$ cat src/sssd_pkg.sv
// Shared types, constants and the segment table for the serial display writer.
package sssd_pkg;

   // Command bytes of the three transfers
   localparam logic [7:0] CMD_DATA = 8'h40;
   localparam logic [7:0] CMD_ADDR = 8'hC0;
   localparam logic [7:0] CMD_CTRL = 8'h88;

   localparam int unsigned DIGITS      = 4;
   localparam int unsigned VALUE_W     = 16;
   localparam int unsigned TICK_W      = 5;
   localparam logic [4:0]  TICK_LAST   = 5'd17;  // ack clock high phase
   localparam logic [4:0]  FRAME_LAST  = 5'd1;   // second tick of start / stop
   localparam logic [2:0]  ADDR_LAST   = 3'd4;   // address byte plus four digits
   localparam logic [1:0]  DIV_LAST    = 2'd3;   // four divide-by-ten steps
   localparam logic [15:0] DIV10_MUL   = 16'hCCCD;  // 2^19 / 10, rounded up

   typedef enum logic [2:0] {
      PH_START = 3'b001,
      PH_BYTES = 3'b010,
      PH_STOP  = 3'b100
   } phase_type;

   typedef enum logic [2:0] {
      FRAME_CMD  = 3'b001,
      FRAME_ADDR = 3'b010,
      FRAME_CTRL = 3'b100
   } frame_type;

   // Converter to sequencer
   typedef struct packed {
      logic             wr;
      logic             run;
      logic [3:0][3:0]  digits;   // [3] thousands ... [0] ones
   } bcd_res_type;

   // Sequencer status and pin levels for one item
   typedef struct packed {
      logic clock_line;
      logic data_line;
      logic busy;
      logic done;
      logic seg_rd;
      logic bcd_load;
   } seq_out_type;

   function automatic logic [6:0] seg_pattern(input logic [3:0] digit);
      logic [6:0] pat;
      case (digit)
         4'd0: pat = 7'h3F;
         4'd1: pat = 7'h06;
         4'd2: pat = 7'h5B;
         4'd3: pat = 7'h4F;
         4'd4: pat = 7'h66;
         4'd5: pat = 7'h6D;
         4'd6: pat = 7'h7D;
         4'd7: pat = 7'h07;
         4'd8: pat = 7'h7F;
         4'd9: pat = 7'h6F;
         default: pat = 7'h00;
      endcase
      return pat;
   endfunction

endpackage

$ cat src/sssd_if.sv
// Valid/ready channel interfaces for request and response items.
interface sssd_req_if;
   logic        valid;
   logic        ready;
   logic        start_request;
   logic [15:0] display_value;

   modport source (output valid, output start_request, output display_value, input ready);
   modport sink   (input valid, input start_request, input display_value, output ready);
endinterface

interface sssd_rsp_if;
   logic valid;
   logic ready;
   logic clock_line;
   logic data_line;
   logic busy_res;
   logic update_done;

   modport source (output valid, output clock_line, output data_line, output busy_res,
                   output update_done, input ready);
   modport sink   (input valid, input clock_line, input data_line, input busy_res,
                   input update_done, output ready);
endinterface

$ cat src/sssd_bcd.sv
// Binary to four-digit decimal converter, one reciprocal divide-by-ten step per cycle.
module sssd_bcd
   import sssd_pkg::*;
(
   input  logic               clock,
   input  logic               reset,
   input  logic               load,
   input  logic [VALUE_W-1:0] value,
   output bcd_res_type        res
);

   logic [VALUE_W-1:0] rem_ff, rem_in;
   logic [3:0][3:0]    bcd_ff, bcd_in;
   logic [1:0]         count_ff, count_in;
   logic               run_ff, run_in;
   logic               wr_ff, wr_in;
   logic [31:0]        prod;
   logic [VALUE_W-4:0] quot;
   logic [VALUE_W-1:0] ten_quot;
   logic [VALUE_W-1:0] diff;

   // x / 10 = (x * 0xCCCD) >> 19, exact over the 16-bit range
   assign prod     = 32'(rem_ff) * 32'(DIV10_MUL);
   assign quot     = prod[31:19];
   assign ten_quot = {quot, 3'b000} + {2'b00, quot, 1'b0};
   assign diff     = rem_ff - ten_quot;

   always_comb begin
      rem_in   = rem_ff;
      bcd_in   = bcd_ff;
      count_in = count_ff;
      run_in   = run_ff;
      wr_in    = 1'b0;
      if (load) begin
         rem_in   = value;
         bcd_in   = '0;
         count_in = '0;
         run_in   = 1'b1;
      end else if (run_ff) begin
         // remainder enters at the top; the last one is the thousands digit mod 10
         bcd_in   = {diff[3:0], bcd_ff[3], bcd_ff[2], bcd_ff[1]};
         rem_in   = {3'b000, quot};
         count_in = count_ff + 2'd1;
         if (count_ff == DIV_LAST) begin
            run_in = 1'b0;
            wr_in  = 1'b1;
         end
      end
   end

   always_ff @(posedge clock) begin
      if (reset) begin
         run_ff   <= 1'b0;
         wr_ff    <= 1'b0;
         count_ff <= '0;
      end else begin
         run_ff   <= run_in;
         wr_ff    <= wr_in;
         count_ff <= count_in;
      end
   end

   always_ff @(posedge clock) begin
      rem_ff <= rem_in;
      bcd_ff <= bcd_in;
   end

   assign res.wr     = wr_ff;
   assign res.run    = run_ff;
   assign res.digits = bcd_ff;

endmodule

$ cat src/sssd_seq.sv
// Frame sequencer: tick counters, segment store and pin levels per item.
module sssd_seq
   import sssd_pkg::*;
(
   input  logic        clock,
   input  logic        reset,
   input  logic        step,
   input  logic        start_request,
   input  logic [2:0]  brightness,
   input  bcd_res_type bcd_res,
   output seq_out_type seq_out
);

   logic               busy_ff, busy_in;
   phase_type          phase_ff, phase_in;
   frame_type          frame_ff, frame_in;
   logic [TICK_W-1:0]  tick_ff, tick_in;
   logic [2:0]         byte_ff, byte_in;
   logic [6:0]         seg_store_ff [DIGITS];

   logic       starting, active, last_byte, last_tick, done;
   logic [7:0] cur_byte;
   logic [2:0] seg_idx_w;
   logic [1:0] seg_idx;
   logic       clk_lvl, dat_lvl;

   assign starting  = step && !busy_ff && start_request;
   assign active    = busy_ff || starting;
   assign seg_idx_w = byte_ff - 3'd1;
   assign seg_idx   = seg_idx_w[1:0];
   assign last_byte = (frame_ff == FRAME_ADDR) ? (byte_ff == ADDR_LAST) : 1'b1;
   assign last_tick = (phase_ff == PH_BYTES) ? (tick_ff == TICK_LAST)
                                             : (tick_ff == FRAME_LAST);

   always_comb begin
      case (frame_ff)
         FRAME_CMD:  cur_byte = CMD_DATA;
         FRAME_ADDR: cur_byte = (byte_ff == 3'd0) ? CMD_ADDR : {1'b0, seg_store_ff[seg_idx]};
         FRAME_CTRL: cur_byte = CMD_CTRL | {5'd0, brightness};
         default:    cur_byte = CMD_DATA;
      endcase
   end

   // pin levels for the current tick
   always_comb begin
      case (phase_ff)
         PH_START: begin
            clk_lvl = 1'b1;
            dat_lvl = (tick_ff == '0);
         end
         PH_BYTES: begin
            clk_lvl = tick_ff[0];
            dat_lvl = tick_ff[4] ? 1'b1 : cur_byte[tick_ff[3:1]];  // ack: data released
         end
         PH_STOP: begin
            clk_lvl = tick_ff[0];
            dat_lvl = 1'b0;
         end
         default: begin
            clk_lvl = 1'b1;
            dat_lvl = 1'b1;
         end
      endcase
   end

   assign done = active && (phase_ff == PH_STOP) && last_tick && (frame_ff == FRAME_CTRL);

   always_comb begin
      busy_in  = busy_ff;
      phase_in = phase_ff;
      frame_in = frame_ff;
      tick_in  = tick_ff;
      byte_in  = byte_ff;
      if (step && active) begin
         busy_in = 1'b1;
         tick_in = tick_ff + 5'd1;
         if (last_tick) begin
            tick_in = '0;
            case (phase_ff)
               PH_START: begin
                  phase_in = PH_BYTES;
                  byte_in  = '0;
               end
               PH_BYTES: begin
                  if (last_byte) phase_in = PH_STOP;
                  else           byte_in  = byte_ff + 3'd1;
               end
               PH_STOP: begin
                  phase_in = PH_START;
                  case (frame_ff)
                     FRAME_CMD:  frame_in = FRAME_ADDR;
                     FRAME_ADDR: frame_in = FRAME_CTRL;
                     default: begin
                        frame_in = FRAME_CMD;
                        busy_in  = 1'b0;
                     end
                  endcase
               end
               default: phase_in = PH_START;
            endcase
         end
      end
   end

   always_ff @(posedge clock) begin
      if (reset) begin
         busy_ff  <= 1'b0;
         phase_ff <= PH_START;
         frame_ff <= FRAME_CMD;
         tick_ff  <= '0;
         byte_ff  <= '0;
      end else begin
         busy_ff  <= busy_in;
         phase_ff <= phase_in;
         frame_ff <= frame_in;
         tick_ff  <= tick_in;
         byte_ff  <= byte_in;
      end
   end

   // store[0] holds the thousands digit
   always_ff @(posedge clock) begin
      if (bcd_res.wr) begin
         for (int i = 0; i < DIGITS; i++) begin
            seg_store_ff[i] <= seg_pattern(bcd_res.digits[DIGITS-1-i]);
         end
      end
   end

   assign seq_out.clock_line = active ? clk_lvl : 1'b1;
   assign seq_out.data_line  = active ? dat_lvl : 1'b1;
   assign seq_out.busy       = active;
   assign seq_out.done       = done;
   assign seq_out.seg_rd     = active && (frame_ff == FRAME_ADDR) && (phase_ff == PH_BYTES)
                               && (byte_ff != 3'd0);
   assign seq_out.bcd_load   = starting;

endmodule

$ cat src/seven_segment_serial_display_writer_core.sv
// Top level of the two-wire four-digit seven-segment display writer.
//
//  channel  | dir | handshake        | payload
//  ---------+-----+------------------+--------------------------------------------
//  req_chan | in  | valid / ready    | start_request, display_value[15:0]
//  rsp_chan | out | valid / ready    | clock_line, data_line, busy_res, update_done
//  csr_*    | in  | APB, pready = 1  | reg 0 @ 0x0: brightness[2:0], reset 7
//
// One result item per request item, held in the result register; an item is
// taken every cycle while the result side keeps up (req ready = result
// register empty or being drained this cycle).
// An update sequence spans 138 items; the digit conversion runs in the background
// from start and the segment store is written when it ends, well before the
// first segment byte goes out.
// Reset is synchronous; afterwards the sequencer's pin levels idle high and brightness is 7.
// A stall on the result side stalls the request side and the sequencer with it.
module seven_segment_serial_display_writer_core
   import sssd_pkg::*;
(
   input  logic        clock,
   input  logic        reset,
   sssd_req_if.sink    req_chan,
   sssd_rsp_if.source  rsp_chan,
   input  logic        csr_psel,
   input  logic        csr_penable,
   input  logic        csr_pwrite,
   input  logic [2:0]  csr_paddr,
   input  logic [31:0] csr_pwdata,
   output logic [31:0] csr_prdata,
   output logic        csr_pready
);

   logic        step;
   logic [2:0]  brightness_ff;
   logic        csr_wr;
   logic        rsp_valid_ff, rsp_valid_in;
   logic        rsp_clock_ff, rsp_data_ff, rsp_busy_ff, rsp_done_ff;
   bcd_res_type bcd_res;
   seq_out_type seq_out;

   // ---- config port ----
   assign csr_pready = 1'b1;
   assign csr_wr     = csr_psel && csr_penable && csr_pwrite && (csr_paddr[2] == 1'b0);
   assign csr_prdata = (csr_paddr[2] == 1'b0) ? {29'd0, brightness_ff} : 32'd0;

   always_ff @(posedge clock) begin
      if (reset) begin
         brightness_ff <= 3'd7;
      end else if (csr_wr) begin
         brightness_ff <= csr_pwdata[2:0];
      end
   end

   // ---- handshake: one result register decouples the two sides ----
   assign req_chan.ready = !rsp_valid_ff || rsp_chan.ready;
   assign step           = req_chan.valid && req_chan.ready;

   // decimal digit converter, loaded on the item that starts an update
   sssd_bcd u_bcd (
      .clock   (clock),
      .reset   (reset),
      .load    (seq_out.bcd_load),
      .value   (req_chan.display_value),
      .res     (bcd_res)
   );

   // frame sequencer; advances once per accepted item
   sssd_seq u_seq (
      .clock         (clock),
      .reset         (reset),
      .step          (step),
      .start_request (req_chan.start_request),
      .brightness    (brightness_ff),
      .bcd_res       (bcd_res),
      .seq_out       (seq_out)
   );

   always_comb begin
      rsp_valid_in = rsp_valid_ff;
      if (step)               rsp_valid_in = 1'b1;
      else if (rsp_chan.ready) rsp_valid_in = 1'b0;
   end

   always_ff @(posedge clock) begin
      if (reset) begin
         rsp_valid_ff <= 1'b0;
      end else begin
         rsp_valid_ff <= rsp_valid_in;
      end
   end

   // payload needs no reset
   always_ff @(posedge clock) begin
      if (step) begin
         rsp_clock_ff <= seq_out.clock_line;
         rsp_data_ff  <= seq_out.data_line;
         rsp_busy_ff  <= seq_out.busy;
         rsp_done_ff  <= seq_out.done;
      end
   end

   assign rsp_chan.valid       = rsp_valid_ff;
   assign rsp_chan.clock_line  = rsp_clock_ff;
   assign rsp_chan.data_line   = rsp_data_ff;
   assign rsp_chan.busy_res    = rsp_busy_ff;
   assign rsp_chan.update_done = rsp_done_ff;

   // ---- checks ----

   // final tick of a sequence is always reported as busy
   a_done_busy: assert property (@(posedge clock) disable iff (reset)
      (rsp_valid_ff && rsp_done_ff) |-> rsp_busy_ff)
      else $error("update_done without busy_res");

   // digits must be settled before any segment byte is driven
   a_seg_ready: assert property (@(posedge clock) disable iff (reset)
      (step && seq_out.seg_rd) |-> !bcd_res.run)
      else $error("segment byte read while conversion still running");

   // a new update never starts while the converter is busy
   a_load_idle: assert property (@(posedge clock) disable iff (reset)
      seq_out.bcd_load |-> !bcd_res.run)
      else $error("converter reloaded mid-conversion");

   // after the final tick the sequencer only restarts on a new start
   a_done_idle: assert property (@(posedge clock) disable iff (reset)
      (step && seq_out.done) |=> (seq_out.busy == (step && req_chan.start_request)))
      else $error("sequencer still busy after final tick");

endmodule
$ cat src/flat_wrapper.sv
// flat-port wrapper written by rule: the top's interface ports become plain ports
module seven_segment_serial_display_writer_core_flat import sssd_pkg::*;
  (clock, reset, csr_psel, csr_penable, csr_pwrite, csr_paddr, csr_pwdata, csr_prdata, csr_pready, req_chan_valid, req_chan_start_request, req_chan_display_value, req_chan_ready, rsp_chan_valid, rsp_chan_clock_line, rsp_chan_data_line, rsp_chan_busy_res, rsp_chan_update_done, rsp_chan_ready);
  sssd_req_if req_chan_i ();
  sssd_rsp_if rsp_chan_i ();
  input  logic clock;
  input  logic reset;
  input  logic csr_psel;
  input  logic csr_penable;
  input  logic csr_pwrite;
  input  logic [2:0] csr_paddr;
  input  logic [31:0] csr_pwdata;
  output logic [31:0] csr_prdata;
  output logic csr_pready;
  input wire logic [$bits(req_chan_i.valid)-1:0] req_chan_valid;
  input wire logic [$bits(req_chan_i.start_request)-1:0] req_chan_start_request;
  input wire logic [$bits(req_chan_i.display_value)-1:0] req_chan_display_value;
  output wire logic [$bits(req_chan_i.ready)-1:0] req_chan_ready;
  output wire logic [$bits(rsp_chan_i.valid)-1:0] rsp_chan_valid;
  output wire logic [$bits(rsp_chan_i.clock_line)-1:0] rsp_chan_clock_line;
  output wire logic [$bits(rsp_chan_i.data_line)-1:0] rsp_chan_data_line;
  output wire logic [$bits(rsp_chan_i.busy_res)-1:0] rsp_chan_busy_res;
  output wire logic [$bits(rsp_chan_i.update_done)-1:0] rsp_chan_update_done;
  input wire logic [$bits(rsp_chan_i.ready)-1:0] rsp_chan_ready;
  assign req_chan_i.valid = req_chan_valid;
  assign req_chan_i.start_request = req_chan_start_request;
  assign req_chan_i.display_value = req_chan_display_value;
  assign req_chan_ready = req_chan_i.ready;
  assign rsp_chan_valid = rsp_chan_i.valid;
  assign rsp_chan_clock_line = rsp_chan_i.clock_line;
  assign rsp_chan_data_line = rsp_chan_i.data_line;
  assign rsp_chan_busy_res = rsp_chan_i.busy_res;
  assign rsp_chan_update_done = rsp_chan_i.update_done;
  assign rsp_chan_i.ready = rsp_chan_ready;
  seven_segment_serial_display_writer_core u_core (.clock(clock), .reset(reset), .req_chan(req_chan_i), .rsp_chan(rsp_chan_i), .csr_psel(csr_psel), .csr_penable(csr_penable), .csr_pwrite(csr_pwrite), .csr_paddr(csr_paddr), .csr_pwdata(csr_pwdata), .csr_prdata(csr_prdata), .csr_pready(csr_pready));
endmodule
$ cat config.mk
export PLATFORM = sky130hd
export DESIGN_NAME = seven_segment_serial_display_writer_core_flat
export DESIGN_NICKNAME = d
export VERILOG_FILES = /design/src/sssd_pkg.sv /design/src/sssd_if.sv /design/src/sssd_bcd.sv /design/src/sssd_seq.sv /design/src/seven_segment_serial_display_writer_core.sv /design/src/flat_wrapper.sv
export SDC_FILE = /design/constraint.sdc
export NUM_CORES = 1
export LEC_CHECK = 0
export ABC_AREA = 1
export BUFFER_PORTS_ARGS = -buffer_cell sky130_fd_sc_hd__buf_2
export CAP_MARGIN = 0
export CORE_ASPECT_RATIO = 0.6
export CORE_UTILIZATION = 40
export CTS_BUF_LIST = sky130_fd_sc_hd__clkbuf_4
export DETAILED_ROUTE_END_ITERATION = 10
export GPL_TIMING_DRIVEN = 0
export HOLD_SLACK_MARGIN = 0.03
export SLEW_MARGIN = 20
export SYNTH_ARGS = -nofsm -noshare
export SYNTH_HDL_FRONTEND = slang
export SYNTH_SLANG_ARGS = --single-unit
$ cat constraint.sdc
create_clock -name clock -period 5.48 [get_ports clock]
set_clock_uncertainty 0.05 [all_clocks]
set_input_delay 0.822 -clock clock [delete_from_list [all_inputs] [get_ports clock]]
set_output_delay 0.822 -clock clock [all_outputs]
set_load 0.005 [all_outputs]
==> flow_metrics.py <==
metrics = {
    "timing": {
        "fmax_mhz": 166,
        "timing.hold.ws_ns": 0.345,
        "maxSlewViolCount": 0,
        "maxSlewHeadroom_pct": 50.8,
        "rsz0062_at_grt": "true",
        "setup_ws_ns": -0.553,
        "final_hold_viol_count": 0,
        "worst_pin_slew_ns": 0.736,
        "finalSetupTns_ns": -4.89,
        "timing.final.crit_share_pct": 110,
        "period_minus_slack_ns": 6.03,
        "setup_viol": 13,
    },
    "min_path": {
        "hold_class": "flop to flop",
    },
    "yosys": {
        "synth.cell_area_um2": 10300,
        "yosys_register_bits": 115,
        "async_reset_ff_share_pct": 0,
        "synth_cells": 1190,
        "ys.flop_type": "dfxtp_1",
        "ys_types": 46,
        "synth-edff-count": 48,
        "ys.warnings.count": 0,
        "yosysSeqAreaShare_pct": 27.1,
        "avgSynthCellArea_um2": 8.62,
    },
    "clock_tree": {
        "cts_root_buf": "clkbuf_4",
        "path_clk_slew_ns": 0.14,
        "insertion_delay_ns": 0.54,
        "cts_buffers": 17,
        "cts_tree": "done",
        "htreeDepth": 4,
        "cts.sinks": 115,
        "cts_buffer_depth": 2,
    },
    "critical_path": {
        "path_class": "flop to flop",
        "cp_data_required_time_ns": 5.89,
        "timing.critical_path.buf_inv": 7,
        "cp.arrival_ns": 6.45,
        "startpoint_type": "flop",
        "max_stage_delay_ns": 0.53,
        "slowest_stage": "fa_1",
        "crit_path_end_kind": "flop",
        "crit_top_cell": "nand2_1",
        "crit_path_max_fanout": 6,
        "path_delay_family": "adder cells",
    },
    "drt": {
        "drtIter0Drc": 678,
        "wl_mm": 27.7,
        "wl_per_cell_um": 16.5,
        "vias": 8271,
        "antenna_left": 0,
        "vias_per_cell": 4.93,
        "firstDrtPassIters": 6,
        "drc": 0,
    },
    "finish": {
        "nFillCells": 2286,
        "fin_util_pct": 50.7,
        "layout-drive-gt1-share_pct": 23.4,
        "design_area_um2": 12500,
        "final_common_cell": "inv_1",
        "finalNetCount": 1643,
        "areaGrowthSynthToFinish_pct": 21.9,
        "mostFrequentLayoutCells": "217 x inv_1, 204 x nand2_1, 136 x ha_1, 87 x buf_4, 76 x fa_1",
    },
    "grt": {
        "grt_max_degree": 29,
        "grt_remaining_overflow": 0,
        "grt_antenna_before_repair": 1,
        "grt_pass1_wl_mm": 42.6,
        "grt.total_usage_pct": 21.4,
        "grt_pass1_vias": 7721,
    },
    "floorplanning": {
        "start_util_pct": 41.6,
        "die_x_um": 209,
        "rows": 44,
        "ios": 98,
        "core_area_um2": 24700,
        "fp.dieArea_um2": 26300,
        "chipHeight_um": 126,
    },
    "placed_design": {
        "dpl_cell_area_um2": 11100,
        "port_buffers": 35,
        "place.gp.congestion": 0.937,
        "place_hpwl_mm": 21.4,
    },
    "run_status": {
        "failed_checks": "negative setup slack",
        "run_status": "finished, violations left",
    },
    "run": {
        "drv_cap": 0,
    },
}
==> path summary, 6_finish.rpt <==
kind	depth (start not counted)	end	slack, ns	from
min reg2reg	0	u_core.u_seq.seg_store_ff[3][4]	0.35	flop
max reg2reg	29	flop	-0.55	u_core.u_bcd.rem_ff[11]
min	0	u_core.u_seq.seg_store_ff[3][4]	0.35	flop
max	29	flop	-0.55	u_core.u_bcd.rem_ff[11]
==> final cells by class <==
class                           count  area [um2]  area share [%]
Timing Repair Buffer              103         736            5.89
Tap cell                          322         403            3.22
Clock inverter                     15         169            1.35
Sequential cell                   115        2780            22.3
Buffer                             42         273            2.18
Antenna cell                        1        2.50          0.0200
Clock buffer                       17         128            1.02
Inverter                          244         926            7.41
Multi-Input combinational cell    817        7080            56.6
==> cell usage after synthesis, types with 2 or more instances <==
master / instances / area (um2)
o22ai_1: 7 / 43.8
a21oi_1: 44 / 220
ha_1: 164 / 2050
o21a_1: 2 / 15.0
nor2_1: 63 / 236
conb_1: 2 / 7.51
nor4_1: 5 / 31.3
dfxtp_1: 67 / 1340
nand2_1: 223 / 837
inv_1: 236 / 886
nand2_4: 3 / 33.8
clkbuf_1: 9 / 33.8
nand3_1: 39 / 195
nand3b_1: 2 / 15.0
nor3_1: 10 / 50.1
fa_1: 80 / 1600
o31ai_1: 2 / 15.0
a211oi_1: 2 / 15.0
and2_1: 2 / 12.5
buf_2: 2 / 10.0
xnor2_1: 3 / 26.3
nand4_1: 5 / 31.3
a21o_1: 9 / 67.6
or2_2: 16 / 100
edfxtp_1: 48 / 1440
inv_2: 6 / 22.5
o221ai_1: 4 / 35.0
xor2_1: 10 / 87.6
o21ai_0: 67 / 335
nor2_2: 2 / 12.5
clkinv_1: 2 / 7.51
a31oi_1: 3 / 18.8
o211ai_1: 9 / 67.6
buf_4: 30 / 225
==> logic make-up (layout without fill, tap and decap cells) <==
group / count (synthesis) / after routing / synth area share (%)
flops: 115 / 115 / 27.1
other cells: 2 / 31 / 0.0732
compound gates: 153 / 153 / 8.48
simple gates: 377 / 377 / 16.0
fa+ha+maj: 244 / 244 / 35.6
xor+xnor: 13 / 13 / 1.11
buf+inv: 286 / 421 / 11.6
==> metrics by stage <==
step / setup slack (ns) / cells
floorplan: -0.0545 / 1218
global placement: -0.800 / 1575
detailed placement: -0.850 / 1575
CTS: -0.398 / 1663
global route: -0.697 / 1676
finish: -0.553 / 1676
==> layer usage <==
layer	share of wire (%)	routed length, um	vias up	global-route usage [%]
met5	0	0	-	0
met4	0.49	136	0	3.55
met3	9.9	2740	13	6.36
met2	36	9930	316	26.3
met1	54	14800	3901	35.3
li1	-	-	4041	-
==> repair_timing <==
| item | in CTS | in global routing |
|---|---|---|
| setup buffers | 56 | 12 |
| gates resized for setup | 62 | 64 |
| hold buffers | 0 | 0 |
| endpoints found under the setup margin | 19 | 18 |
| pin swaps | 41 | 36 |
Power is not shown: default switching activity piles up to over one toggle a cycle in this logic, so the estimate is an artifact.
